$ cat config.mk
export PLATFORM = sky130hd
export DESIGN_NAME = imh_ram
export DESIGN_NICKNAME = d
export VERILOG_FILES = /design/src/rtl/imh_ram.sv
export SDC_FILE = /design/constraint.sdc
export NUM_CORES = 1
export LEC_CHECK = 0
export ABC_CLOCK_PERIOD_IN_PS = 3700
export BUFFER_PORTS_ARGS = -buffer_cell sky130_fd_sc_hd__buf_2
export CAP_MARGIN = 40
export CORE_MARGIN = 3
export CORE_UTILIZATION = 35
export CTS_BUF_LIST = sky130_fd_sc_hd__clkbuf_8
export CTS_CLUSTER_SIZE = 25
export DETAILED_ROUTE_END_ITERATION = 8
export PLACE_DENSITY = 0.58
export SYNTH_ARGS = -nofsm -noshare
export SYNTH_HDL_FRONTEND = slang
export SYNTH_SLANG_ARGS = --single-unit
$ cat constraint.sdc
create_clock -name clk -period 3.7 [get_ports clk]
set_clock_uncertainty 0.05 [all_clocks]
set_input_delay 0.74 -clock clk [delete_from_list [all_inputs] [get_ports clk]]
set_output_delay 0.74 -clock clk [all_outputs]
set_load 0.01 [all_outputs]
$ cat src/rtl/imh_ram.sv
// ----------------------------------------------------------------------------
// imh_ram
// Generic single-port RAM with registered read.
// ----------------------------------------------------------------------------
`default_nettype none
module imh_ram #(
	parameter int Width = 8,
	parameter int Depth = 16
) (
	input  wire logic                     clk,
	input  wire logic                     we,
	input  wire logic [$clog2(Depth)-1:0] addr,
	input  wire logic [Width-1:0]         wdata,
	output      logic [Width-1:0]         rdata
);
	logic [Width-1:0] mem [Depth];

	always_ff @(posedge clk) begin
		if (we) begin
			mem[addr] <= wdata;
		end
		rdata <= mem[addr];
	end
endmodule
`default_nettype wire

Yosys cells after proc, flatten, opt, wreduce, memory -nomap -nowiden
Memories as Yosys holds them, arrays and structs flattened. A register that Yosys moved wholly into a read port is not among the register bits.
Cells that the tools add are included.
Operators by class
  muxes and demuxes: 2
Operators with widths (count)
  $mux 1: 2
Storage, ports and cells
  register bits: 0
  bits in writable memories: 128
  bits of input ports: 14
  output and inout port bits: 8
  logic and storage cells: 3
  memories: 1
Memories
  mem: words 16, width 8, rd ports 1, clocked after memory_dff 1, write ports 1, line 16  | logic [Width-1:0] mem [Depth];

Depth between registers and ports, before layout
Gate-level depths: netlist of run 1.
  depth in word-level cells: 2
  gate-level depth with buffers: 5
  mapped depth without buffers: 3

Worst setup path before layout of run 1
No wires, ideal clock.
  path kind: input to register
  from: in addr[2]
  to: mem mem[0][0], enable pin
  setup time: 0.383 ns
  arrival: 1.850 ns
  data required time: 3.267 ns
  slack: 1.417 ns
  cell stages on the path: 2
  buffers on the path: 0
  path through: or3b_2 -> nor3_1
RTL lines
  from (decl): line 12  | input wire logic [$clog2(Depth)-1:0] addr,
  to (decl): line 16
No word-level cell before the write port.

==> results of run 1 <==
[logic make-up after synthesis]
family,Yosys count,share of synthesized area [%]
buf+inv,11,1.19
simple gates,35,3.21
flops,136,79.0
compound gates,16,2.37
mux,32,14.2
[worst min path at each step]
stage / from / slack (ns) / endpoint / depth (start not counted)
after floorplan: mem[14][0] / 0.58 / rdata[0] / 3
after global placement: mem[10][6] / 0.62 / rdata[6] / 3
after detailed placement: mem[10][6] / 0.63 / rdata[6] / 3
after CTS: wdata[0] / 0.64 / mem[4][0] / 1
after global routing: wdata[0] / 0.64 / mem[1][0] / 1
final: mem[10][6] / 0.64 / rdata[6] / 3
[power by group]
part	switching, uW	internal (uW)	total, uW	leakage (uW)
clock	516	643	1160	0.000197
combinational	102	67.5	169	0.000483
sequential	9.36	1720	1730	0.00122
[registers in the layout, indices dropped and copies added (netlist names)]
signal,count
mem,128
rdata,8
[tightest hold or removal path: stages, from the launching register on]
cell and delay, ns:
edfxtp_1 0.32, mux4_2 0.22, a22oi_1 0.07, nand2_1 0.06
[metal layers]
metal / global-route usage, % / vias to the layer above / part of all wire (%)
li1: - / 1046 / -
met1: 19.3 / 1224 / 45
met2: 20.6 / 61 / 48
met3: 4.13 / 18 / 4.5
met4: 5.99 / 0 / 2.2
met5: 0 / - / 0
[per-stage QoR]
step	cell area, um^2	util (%)	cells
floorplan	5070	-	230
global placement	5470	39.0	436
detailed placement	5470	39.0	436
CTS	5850	41.6	468
global route	5850	41.6	468
finish	5850	41.6	468
[cells in the final DEF (no fill, tap or decap), drive strengths merged]
| master | count |
|---|---|
| mux4 | 32 |
| nand2 | 9 |
| a22oi | 16 |
| clkbuf | 17 |
| inv | 2 |
| clkinvlp | 1 |
| nor3 | 4 |
| bufinv | 3 |
| and2 | 1 |
| buf | 37 |
| nor2b | 2 |
| nor2 | 13 |
| or3b | 1 |
| nand3 | 1 |
| nand2b | 2 |
| dfxtp | 8 |
| clkinv | 9 |
| edfxtp | 128 |
| nand3b | 2 |
[cell type report]
type | count | area, um^2 | area share, %
Sequential cell | 136 | 4000 | 68.5
Multi-Input combinational cell | 83 | 1000 | 17.2
Timing Repair Buffer | 37 | 238 | 4.07
Clock buffer | 17 | 234 | 4.00
Tap cell | 180 | 225 | 3.85
Clock inverter | 15 | 143 | 2.44
==> results_dict.tcl, run 1 <==
set metrics [dict create \
    cts_buffer_depth 2 \
    dp_hpwl_mm 6.61 \
    synth-async-reset-ratio_pct 0 \
    cp_slowest_cell "mux4_2" \
    reg2reg_to "rdata[3]" \
    post-place-ws_ns 1.12 \
    drive_gt1_share_pct 32.6 \
    gp_routability_congestion 0.715 \
    n_fill_cell 1254 \
    clock.fmax_mhz 471 \
    maxCapViolCount 0 \
    grt_first_pass_wirelength_mm 15.7 \
    dieArea_mm2 0.0160 \
    reg2reg_depth 3 \
    yosys_most_used_dff "edfxtp_1" \
    post_cts_buffers 0 \
    period_needed_ns 2.12 \
    startpoint_type "input pin" \
    drc 0 \
    holdBufCountCts 0 \
    ys_top_cells_by_count "edfxtp_1, mux4_2, a22oi_1" \
    cp_max_fo 18 \
    rows 43 \
    ys_seq_elements 136 \
    num_vias 2349 \
    synthTopCellsByArea "edfxtp_1, mux4_2, dfxtp_1" \
    rr_startpoint "mem[15][3]" \
    drt_wl_total_mm 10.4 \
    firstDrtPassIters 4 \
    synth-edff-count 128 \
    io_buffers 21 \
    grt_pass1_vias 2552 \
    startpoint "addr[0]" \
    hold_path_class "reg2reg" \
    synth-seq-area-share_pct 79.0 \
    cts_resized 0 \
    start_util_pct 36.1 \
    synth_top_area_share_pct 75.9 \
    synth_most_common_cell "edfxtp_1" \
    syn_avg_cell_area_um2 22.0 \
    power_leakage_uw 0.00190 \
    fp.dieW_um 126 \
    total_power_uw 3060 \
    cp_cell_sequence "buf_2, buf_12, mux4_2, a22oi_1, nand2_1" \
    ios 22 \
    antenna_found_initial 0 \
    reg2reg_slack_ns 2.23 \
    antenna_cells 0 \
    powerDensity_mw_per_mm2 523 \
    grt_start_max_net_pins 21 \
    nets 289 \
    worstSetupPathType "in2reg" \
    clock_sinks 136 \
    worst_slack_ns 1.58 \
    syn_to_final_growth_pct 15.4 \
    synth_area_leader_cell "edfxtp_1" \
    status "finished clean" \
    ys_warn_count 0 \
    hold_viol 0 \
    worstMarginPinSlew_ns 0.756 \
    cts.htree.levels 4 \
    worstSetupEndpointType "flip-flop" \
    numCtsBuffers 17 \
    postRouteAntennaNets 0 \
    arrival_ns 2.38 \
    cts_tree "done" \
    slew_headroom_pct 49.4 \
    grt.overflow.total 0 \
    setup_violations 0 \
    finalSetupTns_ns 0 \
    die_height_um 126 \
    rsz0062_at_grt "false" \
    cp.required_ns 3.95 \
    slowest_delay_ns 0.52 \
    cts.reportedPaths.clkPinSlew_ns 0.07 \
    cp.buffers_inverters 2 \
    root_buffer "clkbuf_8" \
    peakVddDrop_mv 0.203 \
    cp.depth 5 \
    final-max-slew-violation-count 0 \
    yosysUniqueCellTypes 18 \
    synth_nets 244 \
    drt-initial-drc-count 198 \
    synth_area_mm2 0.00507 \
    min_period_over_period_pct 57.4 \
    wire_per_inst_um 22.2 \
    holdWs_ns 0.644 \
    critical_path.top_delay_family "buffers and inverters" \
    core_area_mm2 0.0140 \
    clock_latency_ns 0.43 \
    grt_usage_pct 13.9 \
    vias_per_cell 5.02 \
    critPathCapture "rdata[3]" \
    syn_inst 230 \
]
Power figures use the tool's default switching activity.
==> run 2: changes to the inputs <==
--- a/config.mk
+++ b/config.mk
@@ -5,7 +5,7 @@
 export SDC_FILE = /design/constraint.sdc
 export NUM_CORES = 1
 export LEC_CHECK = 0
-export ABC_CLOCK_PERIOD_IN_PS = 3700
+export ABC_CLOCK_PERIOD_IN_PS = 1900
 export BUFFER_PORTS_ARGS = -buffer_cell sky130_fd_sc_hd__buf_2
 export CAP_MARGIN = 40
 export CORE_MARGIN = 3
@@ -13,7 +13,7 @@
 export CTS_BUF_LIST = sky130_fd_sc_hd__clkbuf_8
 export CTS_CLUSTER_SIZE = 25
 export DETAILED_ROUTE_END_ITERATION = 8
-export PLACE_DENSITY = 0.58
+export PLACE_DENSITY = 0.6
 export SYNTH_ARGS = -nofsm -noshare
 export SYNTH_HDL_FRONTEND = slang
 export SYNTH_SLANG_ARGS = --single-unit
==> constraint.sdc (replaced) <==
create_clock -name clk -period 1.9 [get_ports clk]
set_clock_uncertainty 0.05 [all_clocks]
set_input_delay 0.38 -clock clk [delete_from_list [all_inputs] [get_ports clk]]
set_output_delay 0.38 -clock clk [all_outputs]
set_load 0.01 [all_outputs]
==> run 2 against run 1 <==
Against the previous run: register-to-register slack got worse by 1.8 ns; clock power increased by 90%; sequential power increased by 95%; critical path type unchanged.
==> results_dict.tcl, run 2 (synthesized netlist as in run 1, its figures left out) <==
set metrics [dict create \
    switching_power_uw 1280 \
    largestRegisters "mem: 128 flops, rdata: 8 flops" \
    final_common_cell "edfxtp_1" \
    final-max-slew-violation-count 0 \
    reg2reg_slack_ns 0.44 \
    peakVddDrop_mv 0.454 \
    startpoint "addr[0]" \
    startpoint_type "input pin" \
    dieArea_mm2 0.0160 \
    min_from "wdata[1]" \
    n_fill_cell 1208 \
    holdBufCountCts 0 \
    antenna_cells 0 \
    finalInstanceArea_mm2 0.00600 \
    stdcell_count 479 \
    cp.required_ns 2.17 \
    setup_violations 0 \
    syn_to_final_growth_pct 18.3 \
    p_clk_share_pct 37.2 \
    gp_routability_congestion 0.699 \
    cts.reportedPaths.clkPinSlew_ns 0.08 \
    root_buffer "clkbuf_8" \
    reg2reg_depth 3 \
    worstSetupEndpointType "flip-flop" \
    grt.overflow.total 0 \
    rr_startpoint "mem[0][0]" \
    drt_wl_total_mm 9.69 \
    postRouteAntennaNets 0 \
    die_height_um 126 \
    grt_usage_pct 13.1 \
    p_int_uw 4630 \
    min_period_over_period_pct 76.9 \
    p_sw_share_pct 21.6 \
    largest_reg_flops 128 \
    clock_sinks 136 \
    ios 22 \
    wire_per_inst_um 20.2 \
    worstMarginPinSlew_ns 0.773 \
    cp_max_fo 6 \
    cts_buffer_depth 2 \
    cts.htree.levels 4 \
    nets 300 \
    grt_pass1_vias 2553 \
    multi_input_area_mm2 0.00101 \
    io_buffers 21 \
    finalSetupTns_ns 0 \
    drt-initial-drc-count 308 \
    holdWs_ns 0.285 \
    clock.fmax_mhz 684 \
    dp_cells 447 \
    start_util_pct 36.1 \
    cts_resized 0 \
    numCtsBuffers 17 \
    maxCapViolCount 0 \
    antenna_found_initial 0 \
    pwr-share-seq_pct 57.1 \
    arrival_ns 1.73 \
    post_cts_buffers 0 \
    dp_hpwl_mm 6.38 \
    slew_headroom_pct 48.4 \
    worstSetupPathType "in2reg" \
    placed_area_mm2 0.00562 \
    core_area_mm2 0.0140 \
    powerDensity_mw_per_mm2 985 \
    regArea_mm2 0.00400 \
    status "finished clean" \
    clock_latency_ns 0.43 \
    rsz0062_at_grt "false" \
    min_path_cells 1 \
    grt_first_pass_wirelength_mm 15.2 \
    drc 0 \
    num_vias 2401 \
    power_leakage_uw 0.00197 \
    vias_per_cell 5.01 \
    hold_path_class "in2reg" \
    hold_viol 0 \
    drive_gt1_share_pct 38.1 \
    cts_tree "done" \
    final_cell_mix "edfxtp_1, mux4_2, buf_2, buf_4, clkbuf_8" \
    reg2reg_to "rdata[0]" \
    period_needed_ns 1.46 \
    firstDrtPassIters 4 \
    grt_start_max_net_pins 22 \
    fp.dieW_um 126 \
    critPathCapture "rdata[0]" \
    rows 43 \
    combPwrFrac_pct 5.8 \
    regMostFlops "mem" \
]
## run 2: cell count changes in the layout (fill, tap and decap cells not counted), moves of 2 or more
| cell | previous run | this run |
|---|---|---|
| buf_4 | 15 | 21 |
| clkinv_1 | 6 | 0 |
| buf_12 | 1 | 6 |
| clkinvlp_4 | 1 | 5 |
| clkbuf_8 | 17 | 20 |
| bufinv_16 | 3 | 1 |
| clkinv_2 | 3 | 5 |
| inv_1 | 2 | 0 |
## run 2: stage by stage
| stage | utilization, % | setup WS (ns) | power, uW |
|---|---|---|---|
| finish | 42.7 | 0.439 | 5910 |
| global route | 42.7 | 0.363 | 6120 |
| CTS | 42.7 | 0.451 | 5980 |
| detailed placement | 40.0 | -0.00792 | 3790 |
| global placement | 40.0 | 0.00773 | 3780 |
| floorplan | - | 0.0319 | 3610 |
## run 2: per-layer routing
layer  GRT usage, %  wire, um  vias to the layer above
met1           17.6      4330                     1260
met3           4.17       427                       13
li1               -         -                     1074
met4           4.54       124                        0
met2           20.2      4810                       54
met5              0         0                        -
## run 2: worst max-delay path: stages
cell     delay, ns
buf_2         0.14
buf_12        0.14
buf_12        0.13
mux4_2        0.51
a22oi_1       0.33
nand2_1       0.10
## run 2: cell type report
type	count	area share [%]
clock inverter	12	1.69
clock buffer	20	4.59
tap	180	3.76
sequential	136	66.8
timing repair buffer	48	6.38
multi-input combinational	83	16.8
## run 2: how the worst min path moves through the flow
stage / slack [ns] / end
after CTS: 0.26 / mem[15][2]
after global placement: 0.61 / rdata[5]
after global routing: 0.27 / mem[13][5]
after detailed placement: 0.62 / rdata[3]
final: 0.29 / mem[8][1]
after floorplan: 0.43 / mem[0][0]
## run 2: power groups by stage
stage | sequential (uW) | clock, uW | combinational [uW]
after global placement | 3430 | 0 | 343
final | 3370 | 2200 | 341
after global routing | 3380 | 2380 | 372
after detailed placement | 3440 | 0 | 349
after CTS | 3370 | 2260 | 349
after floorplan | 3440 | 0 | 173
==> run 3: changes to the inputs <==
--- a/config.mk
+++ b/config.mk
@@ -5,7 +5,8 @@
 export SDC_FILE = /design/constraint.sdc
 export NUM_CORES = 1
 export LEC_CHECK = 0
-export ABC_CLOCK_PERIOD_IN_PS = 1900
+export ABC_AREA = 1
+export ABC_CLOCK_PERIOD_IN_PS = 1500
 export BUFFER_PORTS_ARGS = -buffer_cell sky130_fd_sc_hd__buf_2
 export CAP_MARGIN = 40
 export CORE_MARGIN = 3
@@ -13,7 +14,7 @@
 export CTS_BUF_LIST = sky130_fd_sc_hd__clkbuf_8
 export CTS_CLUSTER_SIZE = 25
 export DETAILED_ROUTE_END_ITERATION = 8
-export PLACE_DENSITY = 0.6
+export PLACE_DENSITY = 0.58
 export SYNTH_ARGS = -nofsm -noshare
 export SYNTH_HDL_FRONTEND = slang
 export SYNTH_SLANG_ARGS = --single-unit
==> constraint.sdc (replaced) <==
create_clock -name clk -period 1.5 [get_ports clk]
set_clock_uncertainty 0.05 [all_clocks]
set_input_delay 0.3 -clock clk [delete_from_list [all_inputs] [get_ports clk]]
set_output_delay 0.3 -clock clk [all_outputs]
set_load 0.01 [all_outputs]
==> run 3 against run 2 <==
Against the previous run: critical path depth is 5 lower; first-iteration DRC count increased by 19%; synthesized cell count rose by 140%; critical endpoint is now rdata[3]; highest routed layer unchanged.
==> results_dict.tcl, run 3 <==
set metrics [dict create \
    status "finished clean" \
    clock_sinks 136 \
    slowest_delay_ns 0.35 \
    drt-initial-drc-count 366 \
    clock_latency_ns 0.44 \
    min_from "wdata[6]" \
    largest_reg_flops 128 \
    dieArea_mm2 0.0175 \
    holdPathEnd "mem[5][6]" \
    min_period_over_period_pct 84.8 \
    synth-seq-area-share_pct 71.6 \
    yosysUniqueCellTypes 11 \
    cp.required_ns 1.15 \
    slew_headroom_pct 72.4 \
    cp_slowest_cell "dfxtp_1" \
    synth_nets 562 \
    core_area_mm2 0.0154 \
    clock.fmax_mhz 786 \
    start_util_pct 36.3 \
    finalInstanceArea_mm2 0.00646 \
    grt_first_pass_wirelength_mm 19.6 \
    postRouteAntennaNets 0 \
    ys_warn_count 0 \
    nets 597 \
    dp_hpwl_mm 8.03 \
    gp_routability_congestion 0.815 \
    peakVddDrop_mv 0.715 \
    holdWs_ns 0.254 \
    syn_to_final_growth_pct 15.5 \
    setup_violations 0 \
    worstSetupPathType "reg2out" \
    cp_cell_sequence "buf_2" \
    firstDrtPassIters 8 \
    stdcell_count 807 \
    multi_input_area_mm2 0.00152 \
    holdBufCountCts 0 \
    powerDensity_mw_per_mm2 1120 \
    syn_inst 548 \
    cts_resized 0 \
    io_buffers 21 \
    min_path_cells 1 \
    arrival_ns 0.92 \
    regArea_mm2 0.00400 \
    post_cts_buffers 0 \
    synth_area_leader_cell "edfxtp_1" \
    reg2reg_to "rdata[0]" \
    antenna_cells 0 \
    synth_area_mm2 0.00559 \
    grt_pass1_vias 3559 \
    cp.buffers_inverters 1 \
    cts.reportedPaths.clkPinSlew_ns 0.07 \
    hold_path_class "in2reg" \
    final_cell_mix "nand2_1, edfxtp_1, inv_1, buf_2, clkbuf_8" \
    syn_avg_cell_area_um2 10.2 \
    die_height_um 132 \
    largestRegisters "mem: 128 flops, rdata: 8 flops" \
    final-max-slew-violation-count 0 \
    worstSetupEndpointType "output port" \
    fp.dieW_um 132 \
    critical_path.top_delay_family "flip-flops" \
    n_fill_cell 1533 \
    rsz0062_at_grt "false" \
    drt_wl_total_mm 12.2 \
    antenna_found_initial 0 \
    final_common_cell "nand2_1" \
    synth-async-reset-ratio_pct 0 \
    synthTopCellsByArea "edfxtp_1, nand2_1, dfxtp_1" \
    power_leakage_uw 0.00272 \
    total_power_uw 7230 \
    vias_per_cell 4.39 \
    drive_gt1_share_pct 13.6 \
    dp_cells 775 \
    cts_tree "done" \
    drc 0 \
    worstMarginPinSlew_ns 0.414 \
    cts.htree.levels 4 \
    cts_buffer_depth 2 \
    period_needed_ns 1.27 \
    rows 45 \
    maxCapViolCount 0 \
    synth_most_common_cell "nand2_1" \
    reg2reg_slack_ns 0.42 \
    numCtsBuffers 17 \
    ys_seq_elements 136 \
    ys_top_cells_by_count "nand2_1, edfxtp_1, inv_1" \
    ios 22 \
    reg2reg_depth 8 \
    regMostFlops "mem" \
    final_util_pct 41.9 \
    rr_startpoint "mem[6][0]" \
    grt_start_max_net_pins 33 \
    startpoint_type "flip-flop" \
    placed_area_mm2 0.00615 \
    synth-edff-count 128 \
    hold_viol 0 \
    grt_usage_pct 15.0 \
    num_vias 3545 \
    cp_max_fo 1 \
    grt.overflow.total 0 \
    root_buffer "clkbuf_8" \
    yosys_most_used_dff "edfxtp_1" \
    cp.depth 1 \
    wire_per_inst_um 15.1 \
    synth_top_area_share_pct 68.7 \
]
[run 3: cell types whose count changed after synthesis, sizes merged, moves of 5 or more]
cell | before | now
a22oi | 16 | 0
buf | 8 | 18
inv | 0 | 22
mux4 | 32 | 0
nand2 | 9 | 346
nor2 | 13 | 18
[run 3: area by class of cell]
| cell class | instances | share of cell area, % |
|---|---|---|
| clock buffers | 19 | 4.05 |
| repair buffers | 37 | 4.26 |
| inverters | 23 | 1.34 |
| multi-input cells | 368 | 23.5 |
| flip-flops and latches | 136 | 62.0 |
| clock inverters | 13 | 0.813 |
| well taps | 211 | 4.09 |
[run 3: cell families (layout without fill, tap and decap cells)]
kind of cell,count (synthesis),in the layout,synth area share (%)
and+or+nand+nor,368,368,24.8
DFF,136,136,71.6
buffers and inverters,44,92,3.62
[run 3: how the worst max path moves through the flow]
stage / startpoint / end / slack, ns
floorplan: addr[1] / mem[0][0] / -0.08
global route: rdata[3] / rdata[3] / 0.15
global placement: addr[0] / mem[13][0] / -0.04
detailed placement: addr[0] / mem[7][2] / -0.08
finish: rdata[3] / rdata[3] / 0.23
CTS: rdata[3] / rdata[3] / 0.15
[run 3: metrics by stage]
stage / setup TNS [ns] / worst slack (ns)
2_1_floorplan: -1.95 / -0.0784
5_1_grt: 0 / 0.154
3_5_place_dp: -6.12 / -0.0779
3_3_place_gp: -2.16 / -0.0418
6_report: 0 / 0.227
4_1_cts: 0 / 0.154
[run 3: routing by layer]
metal | share of wire [%] | vias up | track usage, % | wire length, um
li1 | - | 1824 | - | -
met1 | 48 | 1619 | 20.7 | 5890
met2 | 44 | 86 | 22.3 | 5400
met3 | 5.0 | 16 | 4.07 | 610
met4 | 2.2 | 0 | 6.58 | 264
met5 | 0 | - | 0 | 0
[run 3: where the power goes]
part	leakage [uW]	switching, uW	total (uW)	internal (uW)
Clock	0.000194	1240	2400	1160
Combinational	0.00130	396	561	166
Sequential	0.00122	23.4	4270	4250
[run 3: worst register-to-register path, delay by kind of cell, from the launching register on]
kind | cells | cell delay, ns
AND/OR/NAND/NOR | 7 | 0.44
flip-flops | 1 | 0.39
buffers and inverters | 1 | 0.10
